### src/mmps_pkg.sv
// shared types, constants and microcode program of the motor plant step
`default_nettype none

package mmps_pkg;

	localparam int TQ_W       = 32;
	localparam int GAIN_W     = 31;
	localparam int POS_W      = 48;
	localparam int FRAC_W     = 16;
	localparam int CFG_IDX_W  = 3;
	localparam int CFG_DATA_W = 48;
	localparam int STEP_W     = 3;

	localparam int STICTION_BAND = 64;
	localparam int ACCEL_LIMIT   = 1048576;
	localparam int DT_SHIFT      = 0;

	localparam logic [CFG_IDX_W-1:0] REG_VISCOUS_GAIN  = 3'd0;
	localparam logic [CFG_IDX_W-1:0] REG_STATIC_FRIC   = 3'd1;
	localparam logic [CFG_IDX_W-1:0] REG_COULOMB_FRIC  = 3'd2;
	localparam logic [CFG_IDX_W-1:0] REG_TORQUE_LIMIT  = 3'd3;
	localparam logic [CFG_IDX_W-1:0] REG_ACCEL_GAIN    = 3'd4;
	localparam logic [CFG_IDX_W-1:0] REG_VEL_LIMIT     = 3'd5;
	localparam logic [CFG_IDX_W-1:0] REG_POS_MIN       = 3'd6;
	localparam logic [CFG_IDX_W-1:0] REG_POS_MAX       = 3'd7;

	typedef enum logic [2:0] {
		OP_NOP,
		OP_TORQUE,
		OP_FRICTION,
		OP_NET,
		OP_SUM,
		OP_ACCEL,
		OP_VELOCITY,
		OP_POSITION
	} op_t;

	typedef enum logic [1:0] {
		MUL_NONE,
		MUL_FRICTION,
		MUL_ACCEL
	} mul_t;

	typedef enum logic [1:0] {
		CND_NEXT,
		CND_NO_REQ,
		CND_OUT_BUSY
	} cond_t;

	typedef struct packed {
		op_t               op;
		mul_t              mul;
		cond_t             cond;
		logic [STEP_W-1:0] target;
	} ucode_t;

	typedef struct packed {
		logic req_valid;
		logic out_free;
	} seq_status_t;

	typedef struct packed {
		op_t  op;
		mul_t mul;
		logic wait_req;
		logic fire;
	} seq_ctrl_t;

	function automatic ucode_t ucode_rom(input logic [STEP_W-1:0] step);
		ucode_t uc;
		unique case (step)
			3'd0:    uc = '{OP_TORQUE,   MUL_FRICTION, CND_NO_REQ,   3'd0};
			3'd1:    uc = '{OP_FRICTION, MUL_NONE,     CND_NEXT,     3'd0};
			3'd2:    uc = '{OP_NET,      MUL_NONE,     CND_NEXT,     3'd0};
			3'd3:    uc = '{OP_NOP,      MUL_ACCEL,    CND_NEXT,     3'd0};
			3'd4:    uc = '{OP_SUM,      MUL_NONE,     CND_NEXT,     3'd0};
			3'd5:    uc = '{OP_ACCEL,    MUL_NONE,     CND_NEXT,     3'd0};
			3'd6:    uc = '{OP_VELOCITY, MUL_NONE,     CND_NEXT,     3'd0};
			3'd7:    uc = '{OP_POSITION, MUL_NONE,     CND_OUT_BUSY, 3'd7};
			default: uc = '{OP_NOP,      MUL_NONE,     CND_NEXT,     3'd0};
		endcase
		return uc;
	endfunction

endpackage

`default_nettype wire

### src/mmps_seq.sv
// microcode sequencer: step counter, control store and conditional jumps
`default_nettype none

module mmps_seq (
	input  logic                   clk,
	input  logic                   arst_n,
	input  mmps_pkg::seq_status_t  status,
	output mmps_pkg::seq_ctrl_t    ctrl
);
	import mmps_pkg::*;

	logic [STEP_W-1:0] step_q;
	ucode_t            uc;
	logic              hold;

	always_comb begin
		uc = ucode_rom(step_q);
		unique case (uc.cond)
			CND_NEXT:     hold = 1'b0;
			CND_NO_REQ:   hold = !status.req_valid;
			CND_OUT_BUSY: hold = !status.out_free;
			default:      hold = 1'b1;
		endcase
	end

	always_ff @(posedge clk or negedge arst_n) begin
		if (!arst_n) begin
			step_q <= '0;
		end else if (hold) begin
			step_q <= uc.target;
		end else begin
			step_q <= step_q + STEP_W'(1);
		end
	end

	assign ctrl.op       = uc.op;
	assign ctrl.mul      = uc.mul;
	assign ctrl.wait_req = (uc.cond == CND_NO_REQ);
	assign ctrl.fire     = !hold;

endmodule

`default_nettype wire

### config.mk
export PLATFORM = sky130hd
export DESIGN_NAME = mmps_seq
export DESIGN_NICKNAME = d
export VERILOG_FILES = /design/src/mmps_pkg.sv /design/src/mmps_seq.sv
export SDC_FILE = /design/constraint.sdc
export NUM_CORES = 1
export LEC_CHECK = 0
export ABC_CLOCK_PERIOD_IN_PS = 1340
export BUFFER_PORTS_ARGS = -buffer_cell sky130_fd_sc_hd__buf_2
export CORE_AREA = 2 2 39 41
export CTS_BUF_LIST = sky130_fd_sc_hd__clkbuf_8
export DETAILED_ROUTE_END_ITERATION = 10
export DIE_AREA = 0 0 41 43
export PLACE_DENSITY_LB_ADDON = 0.08
export SLEW_MARGIN = 10
export SYNTH_ARGS = -nofsm -noshare
export SYNTH_HDL_FRONTEND = slang
export SYNTH_SLANG_ARGS = --single-unit
export TNS_END_PERCENT = 100
### constraint.sdc
create_clock -name clk -period 1.34 [get_ports clk]
set_input_delay 0.067 -clock clk [delete_from_list [all_inputs] [get_ports clk]]
set_output_delay 0.067 -clock clk [all_outputs]
set_load 0.005 [all_outputs]
* Yosys cells after proc, flatten, opt, wreduce, memory -nomap -nowiden
Memories as Yosys holds them, arrays and structs flattened.
Cells that the tools add are included.
** Word-level totals
- Input bits :: 4
- Bits in read-only memories :: 80
- Memories :: 1
- Register bits :: 3
** Memory list
- (no name shown) :: depth 8, bits a word 10, read ports 1, clocked after memory_dff 0, wr ports 0, line mmps_pkg.sv:71 : unique case (step)
** Cells by class
- Equal/unequal tests :: 2
- Add/sub/neg operators :: 1
- Reductions and logical operators :: 4
- Mux-type cells :: 2
** Operators by type and width (count)
- $add 3x1->3 const B :: 1
- $logic_not 1->1 :: 3
- $mux 3 :: 1
- $pmux 1 s3 :: 1
- $eq 2x1->1 const B :: 1
- $eq 2x2->1 const B :: 1
- $logic_not 2->1 :: 1

* Longest topological paths before layout
Gate-level depths: netlist (run 1).
An unclocked memory read counts as a cell.
- Depth after elaboration :: 4
- Mapped depth :: 5
- Depth with buffers taken out :: 5

* Worst setup path before layout (run 1)
No wires, ideal clock.
- Path type :: reg-to-reg
- Start point :: register step_q[0]
- End point :: register step_q[1]
- Path buffers :: 0
- Cell stages (with the launch flop) :: 5
- Period minus slack after synthesis :: 1.369 ns
- Arrival time :: 1.232 ns
- Slack :: -0.029 ns
- Library setup time :: 0.137 ns
- Cells stage by stage :: dfrtp_1 > ha_1 > ha_1 > nor4b_2 > a311oi_1
** On the way
- Word-level cells in the longest chain between the ends :: 4
- Elaborated cells between the ends (all ways) :: 7
- Classes of those cells :: add/sub: 1; eq/ne: 2; mux: 2; reduce/logical: 1; memory: 1
** RTL lines
- start, declared :: line mmps_seq.sv:12 : logic [STEP_W-1:0] step_q;
- start signal, assigned :: line mmps_seq.sv:30 : step_q <= uc.target;
- start signal, assigned :: line mmps_seq.sv:32 : step_q <= step_q + STEP_W'(1);
- $mem_v2 8x10
- $eq 2x2->1, or another cell as far along :: line mmps_seq.sv:18 : unique case (uc.cond)
- $pmux 1 s3 :: line mmps_seq.sv:18
- $mux 3 * :: line mmps_seq.sv:29 : end else if (hold) begin
Mark *: on every way between the ends. The rest lies on a longest branch, timed or not.

==> results of run 1 <==
what timing repair did:
item,4_1_cts,5_1_grt
buffers inserted,2,1
hold endpoints to repair,3,0
endpoints found under the setup margin,7,8
hold buffers,1,0
pin swaps,4,3
gates resized for setup,15,6
per-stage QoR:
step           std cells  TNS [ns]
2_1_floorplan         30         0
3_3_place_gp          59    -0.120
3_5_place_dp          59    -0.246
4_1_cts               66    -0.274
5_1_grt               67    -0.631
6_report              67   -0.0978
cell type report:
type	count	area, um^2
Inverter	5	21.3
Timing Repair Buffer	18	124
Multi-Input combinational cell	21	246
Tap cell	16	20.0
Clock buffer	3	41.3
Sequential cell	3	75.1
Clock inverter	1	3.75
Fill cell	154	852
synthesized netlist by cell type (all sizes together):
library cell	instances
buf	1
nand2	1
nor2b	3
a311oi	3
dfrtp	3
a21oi	2
nor2	2
o21ai	1
nor4b	1
ha	5
nor3	1
inv	5
nand2b	2
cell families (layout without fill, tap and decap cells):
kind of cell	count (synthesis)	after routing	share of synthesized area (%)
compound gates	6	6	15.0
simple gates	10	10	25.5
flops	3	3	27.3
buf+inv	6	27	9.54
fa+ha+maj	5	5	22.7
layer usage:
layer  global-route usage [%]  vias up  wire (um)
met4                     6.00        0          0
met2                     15.0        5        346
met1                     12.6      129        300
met3                     1.57        0         23
li1                         -      144          -
met5                        0        -          0
power breakdown:
part	total, mW	switching [mW]	internal [mW]	leakage [nW]
Combinational	0.859	0.391	0.469	0.182
Clock	0.248	0.0536	0.194	0.0269
Sequential	0.195	0.0604	0.135	0.0376
Total	1.30	0.505	0.798	0.247
worst reg2reg max path: stages, from the launching register on:
cell      delay, ns
dfrtp_1        0.42
ha_4           0.19
ha_1           0.29
nor2b_1        0.13
a311oi_1       0.21
worst paths after layout:
kind / to / start / slack [ns] / cells after the start
worst max-delay path: ctrl[0] / step_q[0] / -0.06 / 5
worst min-delay path: step_q[2] / status[0] / 0.12 / 2
worst max register to register: step_q[2] / step_q[0] / -0.01 / 4
worst min register to register: step_q[0] / step_q[0] / 0.77 / 3
max in group asynchronous: step_q[1] / arst_n / 1.06 / 2
min in group asynchronous: step_q[2] / arst_n / 0.18 / 2
==> metrics.md, run 1 <==
| Metric | Value |
|---|---|
| Run status | `finished with violations` |
| Violated checks | `negative setup slack` |
| Largest regs | `step_q (3)` |
| Worst endpoint data arrival time | `1.33 ns` |
| CTS HTree Levels | `1` |
| Wire per inst | `10.0 um` |
| Setup ws final | `-0.0603 ns` |
| Critical path peak fanout | `4` |
| Area Overhead vs Synth | `93.2%` |
| Final min period | `1.40 ns` |
| Critical path buffers and inverters | `1` |
| Number of global-route vias before repair | `320` |
| Register area share after synthesis | `27.3%` |
| Max-slew headroom | `78.4%` |
| Vias/cell | `4.15` |
| Crit path max-delay family | `flip-flops` |
| Slew Limit Fails | `0` |
| Max incr delay on CP | `0.42 ns` |
| Layout cell share with drive strength beyond 1 | `68.6%` |
| Pwr Density | `2450 mW/mm^2` |
| CP cell instances | `ha_4, ha_4, nand2b_4, a21oi_2, buf_2` |
| Worst min path class | `input pin to flip-flop` |
| Worst vdd ir | `0.897 mV` |
| Final Hold Fails | `0` |
| Top-Level Pins | `11` |
| Clk_lat worst skew | `0.21 ns` |
| Syn Inst Count | `30` |
| Dpl hpwl | `519 um` |
| Synth Cell Area | `275 um^2` |
| Pin count of the biggest net entering global routing | `6` |
| Post-synth cell types | `15` |
| Syn Area/Cell | `9.18 um^2` |
| Pwr Total | `1.30 mW` |
| DP Area | `368 um^2` |
| Max Root-Sink Buffers | `2` |
| Cell Rows | `14` |
| Starting density of the core | `19.9%` |
| Number of max-cap violations | `0` |
| DRT iter0 DRCs | `2` |
| Tightest Pin Transition | `0.323 ns` |
| DIE AREA | `0.00176 mm^2` |
| Reg clk slew, reported paths | `0.03 ns` |
| RSZ-0062 raised after global routing | `yes` |
| Most common cell after layout, fill and taps aside | `buf_2` |
| Post-route cell area | `532 um^2` |
| Worst path most repeated cell | `ha_4` |
| Flops & latches, synth | `3` |
| Clock Sinks | `3` |
| Largest cells by area after synthesis | `dfrtp_1 (27%), ha_1 (23%), a311oi_1 (9.5%)` |
| # DRC | `0` |
| YS warnings | `0` |
| Die Y | `43 um` |
| Post-Syn Nets | `39` |
| First drt pass iteration count | `2` |
| RePlAce Congestion | `0.696` |
| Overall Global Routing Usage | `9.96%` |
| Initial antenna violation count | `0` |
| First-pass GRT wire length | `1230 um` |
| F_max | `714 MHz` |
| Root buffer cell | `clkbuf_8` |
| Core area | `0.00138 mm^2` |
| Num CTS Buffers | `3` |
| Commonest non-fill, non-tap cells in the layout | `buf_2 (10), ha_4 (4), buf_4 (4)` |
| Critical Path RT | `1.27 ns` |
| Pleak | `0.247 nW` |
| Die Width | `41 um` |
| Worst hold margin | `0.116 ns` |
| Biggest register | `step_q` |
| Post-DRT Antenna Nets | `0` |
| Crit. End Element | `primary output` |
| Congestion Overflow GR | `0` |
| WL final | `670 um` |
| Critical path type | `flip-flop to primary output` |
| CP max stage cell | `dfrtp_1` |
| Worst Setup Start Kind | `flip-flop` |
| Dominant cell type by area after synthesis | `dfrtp_1` |
| I/O Buffers | `10` |
| Final nets | `61` |
| Final clock skew | `0.00121 ns` |
| Fin crit share | `104%` |
| Share of the synthesized area in the top cell type | `27.3%` |
| CTS tree | `built` |
| Max reg flops | `3` |
| Finished Core Util | `38.4%` |
| ANT cells | `0` |
| Routed vias | `278` |
| Setup violators final | `5` |
| Pre-CTS setup slack | `-0.0925 ns` |
Note: power is estimated with default switching activity, not from simulation.
==> inputs of run 2 (changes only) <==
--- a/config.mk
+++ b/config.mk
@@ -5,6 +5,7 @@
 export SDC_FILE = /design/constraint.sdc
 export NUM_CORES = 1
 export LEC_CHECK = 0
+export ABC_AREA = 1
 export ABC_CLOCK_PERIOD_IN_PS = 1340
 export BUFFER_PORTS_ARGS = -buffer_cell sky130_fd_sc_hd__buf_2
 export CORE_AREA = 2 2 39 41
==> metrics.md, run 2 <==
| Metric | Value |
|---|---|
| Run status | `finished clean` |
| Post-Syn Nets | `42 (+7.7%)` |
| Combinational power share | `60.9% (-5.1 points)` |
| Most common cell after layout, fill and taps aside | `buf_2` |
| Wire per inst | `8.33 um (-17%)` |
| Sequential cell fraction of total power | `17.6% (+2.6 points)` |
| Routed vias | `247 (-11%)` |
| Post-synth ARST share | `100% (unchanged)` |
| First-pass GRT wire length | `903 um (-26%)` |
| Share of the synthesized area in the top cell type | `28.2% (+0.90 points)` |
| Max-slew headroom | `88.4% (+10 points)` |
| Worst min path class | `input pin to asynchronous set/reset pin` |
| Number of max-cap violations | `0 (unchanged)` |
| Sw power | `0.472 mW (-6.4%)` |
| F_max | `758 MHz (+6.1%)` |
| Commonest non-fill, non-tap cells in the layout | `buf_2 (9), nand2_1 (8), inv_2 (4), nand2_4 (4), inv_1 (4)` |
| First drt pass iteration count | `1 (-1)` |
| CTS HTree Levels | `1 (unchanged)` |
| Pleak | `0.268 nW (+8.7%)` |
| DIE AREA | `0.00176 mm^2 (unchanged)` |
| Max reg flops | `3 (unchanged)` |
| Pin count of the biggest net entering global routing | `7 (+1)` |
| Critical path peak fanout | `4 (unchanged)` |
| Cell Rows | `14 (unchanged)` |
| Dpl hpwl | `437 um (-16%)` |
| Register-to-register setup slack | `0.09 ns (+0.10 ns)` |
| Largest regs | `step_q (3)` |
| Max Root-Sink Buffers | `2 (unchanged)` |
| Final clock skew | `0.00136 ns (+0.000147 ns)` |
| Overall Global Routing Usage | `8.46% (-1.5 points)` |
| Setup TNS | `0 ns (+0.0978 ns)` |
| # DRC | `0 (unchanged)` |
| Die Y | `43 um (unchanged)` |
| Worst path most repeated cell | `nand2_4` |
| Post-synth cell types | `11 (-4)` |
| Syn Area/Cell | `8.08 um^2 (-12%)` |
| Pwr Total | `1.16 mW (-11%)` |
| Fillers | `158 (+2.6%)` |
| Largest cells by area after synthesis | `dfrtp_1 (28%), ha_1 (23%), nand2_4 (13%)` |
| Synth Cell Area | `267 um^2 (-3.2%)` |
| Initial antenna violation count | `0 (unchanged)` |
| Top-Level Pins | `11 (unchanged)` |
| Worst vdd ir | `1.02 mV (+14%)` |
| Top-count cell post-synth | `nand2_1` |
| Core area | `0.00138 mm^2 (unchanged)` |
| I/O Buffers | `10 (unchanged)` |
| Number of global-route vias before repair | `254 (-21%)` |
| Pwr Density | `2550 mW/mm^2 (+4.1%)` |
| Sw frac | `40.7% (+1.9 points)` |
| Final min period | `1.32 ns (-0.0808 ns)` |
| Vias/cell | `3.74 (-9.8%)` |
| Biggest register | `step_q` |
| Worst endpoint data arrival time | `1.25 ns (-0.08 ns)` |
| DRT iter0 DRCs | `0 (-2)` |
| Post-synth EDFFs | `0 (unchanged)` |
| Post-DRT Antenna Nets | `0 (unchanged)` |
| Slew Limit Fails | `0 (unchanged)` |
| Crit. End Element | `primary output` |
| Reg clk slew, reported paths | `0.03 ns (about the same)` |
| Internal | `0.688 mW (-14%)` |
| Syn Inst Count | `33 (+10%)` |
| CP cell instances | `ha_4, ha_4, nand2_4, nand2_4, nand2_4, buf_6` |
| Clk_lat worst skew | `0.21 ns (about the same)` |
| Worst Setup Start Kind | `flip-flop` |
| Critical path type | `flip-flop to primary output` |
| CP max stage cell | `dfrtp_1` |
| Dominant cell type by area after synthesis | `dfrtp_1` |
| Finished Core Util | `32.9% (-5.5 points)` |
| Final nets | `60 (-1.6%)` |
| Critical Path RT | `1.27 ns (about the same)` |
| Clock Sinks | `3 (unchanged)` |
| Flops & latches, synth | `3 (unchanged)` |
| Power share of the clock group | `21.5% (+2.5 points)` |
| Area Overhead vs Synth | `70.9%` |
| Max incr delay on CP | `0.42 ns (about the same)` |
| Congestion Overflow GR | `0 (unchanged)` |
| RePlAce Congestion | `0.714 (+2.7%)` |
| RSZ-0062 raised after global routing | `yes` |
| Root buffer cell | `clkbuf_8` |
| Layout cell share with drive strength beyond 1 | `56.0% (-13 points)` |
| YS warnings | `0 (unchanged)` |
| Synth top cells by count | `nand2_1 (8), inv_1 (6), ha_1 (5), dfrtp_1 (3), nand2_4 (3)` |
| Die Width | `41 um (unchanged)` |
| Tightest Pin Transition | `0.174 ns (-0.149 ns)` |
| WL final | `550 um (-18%)` |
| Setup violators final | `0 (-5)` |
| Fin crit share | `98.5% (-6.0 points)` |
| CTS tree | `built` |
| ANT cells | `0 (unchanged)` |
| Starting density of the core | `19.3% (-0.63 points)` |
| Num CTS Buffers | `3 (unchanged)` |
| Synth Flop Type | `dfrtp_1` |
| Register area share after synthesis | `28.2% (+0.90 points)` |
| Final Hold Fails | `0 (unchanged)` |
## run 2: what timing repair did
| item | 4_1_cts | 5_1_grt |
|---|---|---|
| endpoints found under the setup margin | 2 | 6 |
| setup buffers | 2 | 1 |
| resized for setup | 8 | 4 |
| hold endpoints to repair | 3 | 0 |
| hold buffers | 1 | 0 |
| pin swaps | 3 | 4 |
## run 2: area by class of cell
class	count	area [um^2]	share of cell area (%)
Timing Repair Buffer	14	88.8	19.5
Tap cell	16	20.0	4.40
Clock inverter	1	3.75	0.824
Clock buffer	3	41.3	9.07
Sequential cell	3	75.1	16.5
Multi-Input combinational cell	22	200	44.0
Inverter	7	26.3	5.77
## run 2: stage by stage
step,hold WS (ns),instances,setup slack [ns],instance area (um^2)
finish,0.184,66,0.0206,455
global route,0.185,66,-0.0246,455
CTS,0.173,65,-0.00223,438
detailed placement,-0.135,58,0.0306,329
global placement,-0.136,58,0.0509,329
floorplan,-0.229,33,0.157,267
## run 2: cells by family after synthesis
| group | count (synthesis) | share of synthesized area, % |
|---|---|---|
| simple gates | 14 | 30.0 |
| buf+inv | 8 | 12.7 |
| flops | 3 | 28.2 |
| compound gates | 3 | 5.63 |
| fa+ha+maj | 5 | 23.5 |
## run 2: per-layer routing
metal  track usage [%]  routed length, um  share of wire, %  vias up
li1                  -                  -                 -      131
met4              8.00                  0                 0        0
met2              12.2                294                53        7
met3              4.71                 26               4.7        0
met5                 0                  0                 0        -
met1              7.79                229                42      109
## run 2: worst paths after layout
check                           from         to  cells past startpoint
max reg2reg                step_q[1]  step_q[0]                      8
max                        step_q[1]    ctrl[0]                      6
min in group clk           status[0]  step_q[1]                      6
min                           arst_n  step_q[1]                      2
min reg2reg                step_q[0]  step_q[0]                      3
max in group asynchronous     arst_n  step_q[2]                      2
## run 2: critical path, delay by kind of cell (launching register included)
kind	cells	cell delay [ns]
simple gates	3	0.17
buf+inv	1	0.08
fa+ha+maj	2	0.36
flops	1	0.42
## run 2: power groups by stage
stage | clock, mW | combinational [mW] | sequential, mW
6_report | 0.250 | 0.706 | 0.204
5_1_grt | 0.272 | 0.805 | 0.211
4_1_cts | 0.259 | 0.659 | 0.200
3_5_place_dp | 0 | 0.567 | 0.179
3_3_place_gp | 0 | 0.557 | 0.178
2_1_floorplan | 0 | 0.397 | 0.171
